===== config.mk =====
export PLATFORM = sky130hd
export DESIGN_NAME = eat_div
export DESIGN_NICKNAME = d
export VERILOG_FILES = /design/src/hdl/eat_div.sv
export SDC_FILE = /design/constraint.sdc
export NUM_CORES = 2
export LEC_CHECK = 0
export BUFFER_PORTS_ARGS = -buffer_cell sky130_fd_sc_hd__buf_2
export CAP_MARGIN = 10
export CELL_PAD_IN_SITES_DETAIL_PLACEMENT = 2
export CELL_PAD_IN_SITES_GLOBAL_PLACEMENT = 2
export CORE_ASPECT_RATIO = 2
export CORE_MARGIN = 3
export CORE_UTILIZATION = 44
export CTS_BUF_LIST = sky130_fd_sc_hd__clkbuf_16
export DETAILED_ROUTE_END_ITERATION = 10
export PLACE_DENSITY = 0.9
export REMOVE_ABC_BUFFERS = 1
export SLEW_MARGIN = 20
export SYNTH_ARGS = -nofsm -noshare
export SYNTH_HDL_FRONTEND = slang
export SYNTH_SLANG_ARGS = --single-unit

===== constraint.sdc =====
create_clock -name clk -period 5.1 [get_ports clk]
set_input_delay 0.765 -clock clk [delete_from_list [all_inputs] [get_ports clk]]
set_output_delay 0.765 -clock clk [all_outputs]
set_load 0.01 [all_outputs]

===== src/hdl/eat_div.sv =====
`timescale 1ns / 1ps
// ----------------------------------------------------------------------------
// eat_div
// pipelined restoring divider, one quotient bit per stage, num < den
// ----------------------------------------------------------------------------
module eat_div #(
  parameter int FRAC_BITS = 16
) (
  input  logic                 clk,
  input  logic                 en,
  input  logic [31:0]          num,
  input  logic [31:0]          den,
  output logic [FRAC_BITS-1:0] quo
);
  logic [31:0]          rem_r [FRAC_BITS];
  logic [31:0]          den_r [FRAC_BITS];
  logic [FRAC_BITS-1:0] quo_r [FRAC_BITS];

  for (genvar i = 0; i < FRAC_BITS; i++) begin : g_stage
    logic [31:0]          rem_in;
    logic [31:0]          den_in;
    logic [FRAC_BITS-1:0] quo_in;
    logic [32:0]          shifted;
    logic                 ge;

    if (i == 0) begin : g_first
      assign rem_in = num;
      assign den_in = den;
      assign quo_in = '0;
    end else begin : g_next
      assign rem_in = rem_r[i-1];
      assign den_in = den_r[i-1];
      assign quo_in = quo_r[i-1];
    end

    assign shifted = {rem_in, 1'b0};
    assign ge      = shifted >= {1'b0, den_in};

    always_ff @(posedge clk) begin
      if (en) begin
        rem_r[i] <= ge ? 32'(shifted - {1'b0, den_in}) : shifted[31:0];
        den_r[i] <= den_in;
        quo_r[i] <= {quo_in[FRAC_BITS-2:0], ge};
      end
    end
  end

  assign quo = quo_r[FRAC_BITS-1];
endmodule


======== Word-level counts from Yosys, hierarchy flattened ========
Memories as Yosys holds them, arrays and structs flattened.
Cells that the tools add are included.
word-level totals
  flip-flop bits (word level) ............. 0
  RAM bits ................................ 1280
  input bits .............................. 66
  output and inout port bits .............. 16
  logic and storage cells ................. 53
  memories kept ........................... 3
cells by class
  $add $sub $neg .......................... 16
  magnitude comparators ................... 16
  mux-type cells .......................... 18
memory list
  name   words  bits a word  read ports  clocked after memory_dff  write ports  line  source
  den_r  16     32           15          0                         16           16    logic [31:0] den_r [FRAC_BITS];
  rem_r  16     32           15          0                         16           15    logic [31:0] rem_r [FRAC_BITS];
  quo_r  16     16           16          0                         16           17    logic [FRAC_BITS-1:0] quo_r [FRAC_BITS];
operator list
  operator          number
  $ge A33 B32 Y1    16
  $mux W32          16
  $sub A32 B32 Y32  16
  $mux W1           2

======== Depth between registers and ports, before layout ========
An unclocked memory read counts as a cell.
  depth in word-level cells ............... 3
  gate-level depth with buffers ........... 15
  depth with buffers taken out ............ 12

======== Least setup slack after synthesis ========
No wires, ideal clock.
  path kind ............................... input to register
  from .................................... input den[3]
  to ...................................... memory rem_r[0][10] (data pin)
  setup time .............................. 260 ps
  arrival time ............................ 3396 ps
  required time ........................... 4840 ps
  slack ................................... 1444 ps
  cell stages on the path ................. 13
  buffers on the path ..................... 1
  path through ............................ inv_1 > ha_1 > nand3_1 > a21oi_1 > a211oi_1 > o31ai_1 > a21oi_1 > o21ba_2 > nor2_1 > o41ai_1 > a22oi_2 > buf_2 > mux2_2
RTL lines
  what                line  source
  start: declaration  12    input logic [31:0] den,
  end: declaration    15

==> summary.md <==
| Metric | Value |
|---|---|
| Outcome | finished clean |
| Pleak | 29.5 nW |
| First-iteration detailed-routing DRC count | 2980 |
| Worst Path Max Fanout | 33 |
| Horiz. Die Dim | 277 um |
| Antenna violations before repair | 6 |
| Die ar. | 0.152 mm2 |
| Fin. Hold Viols | 0 |
| Clk root buf | clkbuf_16 |
| Ys async rst share | 0 |
| Slowest cell on crit path | o221ai_1 |
| CTS tree | built |
| Initial core utilization | 0.443 |
| PostCTS Resize Cnt | 0 |
| Post-synth EDFFs | 1096 |
| Fmax | 0.198 GHz |
| Clk sink count | 1096 |
| Vias per inst | 6.15 |
| Post-synthesis register bit count | 1096 |
| I/O Buffers | 81 |
| Ys Warns | 0 |
| Top cells by count, synth | edfxtp_1 (1096), inv_1 (643), ha_1 (511) |
| Clock power share | 0.172 |
| WS Path Type | register to register |
| Worst relative slew slack | 0.253 |
| Synth area leaders | edfxtp_1 (51%), ha_1 (9.9%), inv_1 (3.7%) |
| Syn avg cell area | 10.9 um2 |
| H-Tree Depth | 3 |
| CP Capture Type | register |
| Worst EP required | 5590 ps |
| Row Count | 198 |
| Max stage delay on crit path | 760 ps |
| DRT Wirelength | 245000 um |
| Final period util | 0.991 |
| Distinct cells, synth | 93 |
| Clock latency on the worst-skew pair | 760 ps |
| Hold Crit Class | primary input to register |
| Vias in the first global route | 58.7k |
| Final Critical Period | 5050 ps |
| # Post-CTS Setup Buffers | 0 |
| CP arrival | 5540 ps |
| Drc violations | 0 |
| Logic pwr share | 0.522 |
| Final Setup Violations | 0 |
| Routed wire per std cell | 30.3 um |
| Actual slew at the worst max-slew pin | 1110 ps |
| CTS Hold Buffers Added | 0 |
| Top-count cell post-synth | edfxtp_1 |
| Yosys top cell area share | 0.510 |
| Worst Skew | 55.4 ps |
| Flop pwr share | 0.306 |
| Layout cells sized above 1 | 0.0918 |
| Internal power | 0.0278 W |
| Die Ht | 548 um |
| Worst-path clk slew | 70 ps |
| Pin count of the biggest net entering global routing | 125 |
| CP Launch Type | register |
| First-pass GRT wire length | 369000 um |
| Post-synthesis xor/xnor area fraction | 0.0538 |
| Worst ir drop on vdd | 346 uV |
| Register area share after synthesis | 0.510 |
| Most area-hungry cell type in the Yosys netlist | edfxtp_1 |
| Fin nets | 6693 |
| Cells along the critical path | inv_1, ha_1, o21ai_0, a21oi_1, o221ai_1, a21oi_1, a21oi_1, o31a_1, o21a_1, a21oi_1, nor4_4, buf_4, mux2_2 |
| Clk buf depth | 3 |
| Post-synthesis mux area share | 0.0314 |
| Cell Area, Synth | 0.0646 mm2 |
| GR Overflow Total | 0 |
| Max-slew violation total from the final report | 0 |
| Filler cells | 14.6k |
| Post-Synth Simple-Gate Area | 0.0955 |
| Largest family of logic cells by synthesized area | compound AO/OA/AOI/OAI gates |
| Clock buffer count from CTS | 106 |
| Setup_tns | 0 ps |
| MaxCap Viol Count | 0 |
| Total number of vias | 49.8k |
| Pwr dens | 697 mW/mm2 |
| Synth Area in Compound Gates | 0.159 |
| Post-DP HPWL | 171000 um |
| Switch share | 0.443 |
| Drt pass-1 iters | 8 |
| Top FF cell, synth | edfxtp_1 |
| Gpl congestion | 0.895 |
| Adder-cell share of the synthesized area | 0.104 |
| Area growth from synthesis to layout | 10.7% |
| IO Pins | 82 |
| Unrepaired setup endpoints after global routing | no |
| Top cell by count, worst path | a21oi_1 |
| WHS | 203 ps |
| Core area | 0.146 mm2 |
| GRT Overall Usage | 0.318 |
| P_sw | 0.0221 W |
| Post-route ant nets | 0 |
| Cells after synthesis | 5937 |
[metal layers]
metal / GRT usage / share of wire / up-vias
li1: - / - / 21900
met1: 0.256 / 0.29 / 25100
met2: 0.634 / 0.56 / 1652
met3: 0.0326 / 0.026 / 1066
met4: 0.324 / 0.12 / 0
met5: 0 / 0 / -
[cells in the final DEF (no fill, tap or decap), types with 106 or more instances in the layout]
cell type	n
ha_1	511
edfxtp_1	1096
xnor2_1	213
inv_1	662
mux2_2	138
a21oi_1	470
nor2_1	281
a21o_1	219
clkbuf_16	106
xor2_1	184
nand2_1	496
o21ai_0	473
[cell type report]
type	instances	area, um2	share of cell area
antenna	9	22.5	0.000315
tap	1900	2380	0.0333
multi-input combinational	4063	28700	0.402
sequential	1096	32900	0.461
clock buffer	106	2650	0.0371
timing repair buffer	190	1450	0.0202
inverter	644	2420	0.0338
clock inverter	90	927	0.0130
[metrics by stage]
stage	instance area, um2	power (W)	setup WS (ps)	utilization	instances
finish	71500	0.0498	48.2	0.491	8098
global placement	67900	0.0368	672	0.466	7893
global route	71500	0.0522	56.5	0.491	8095
floorplan	64000	0.0306	306	-	5803
CTS	71400	0.0496	284	0.490	8089
detailed placement	67900	0.0393	508	0.466	7893
[state kept, by name, indices dropped and copies added, names as in the netlist]
signal,cells
den_r,480
rem_r,480
quo_r,136
[critical path: cells and delay by family, from the launching register on]
family	cells	cell delay (ps)
mux	1	440
simple gates	1	170
compound gates	8	2610
flops	1	450
fa+ha+maj	1	360
buf+inv	2	670
[power groups by stage]
stage                     Sequential, W  Combinational (W)  Clock, W
after floorplan                  0.0145             0.0161         0
after global placement           0.0149             0.0218         0
after detailed placement         0.0152             0.0241         0
after CTS                        0.0152             0.0257   0.00865
after global routing             0.0154             0.0278   0.00895
final                            0.0153             0.0260   0.00856
[path summary, 6_finish.rpt]
kind,start,to,slack [ps],cells past startpoint
max,den_r[1][67],rem_r[1][113],50,13
min,den[2],den_r[0][2],200,1
max reg2reg,den_r[1][67],rem_r[1][113],50,13
min reg2reg,quo_r[2][21],quo_r[2][38],410,0
[cell families after synthesis]
| family | Yosys count |
|---|---|
| compound gates | 1649 |
| xor+xnor | 397 |
| buf+inv | 778 |
| mux | 172 |
| flops | 1096 |
| fa+ha+maj | 526 |
| simple gates | 1319 |
(Power assumes the default switching activity.)
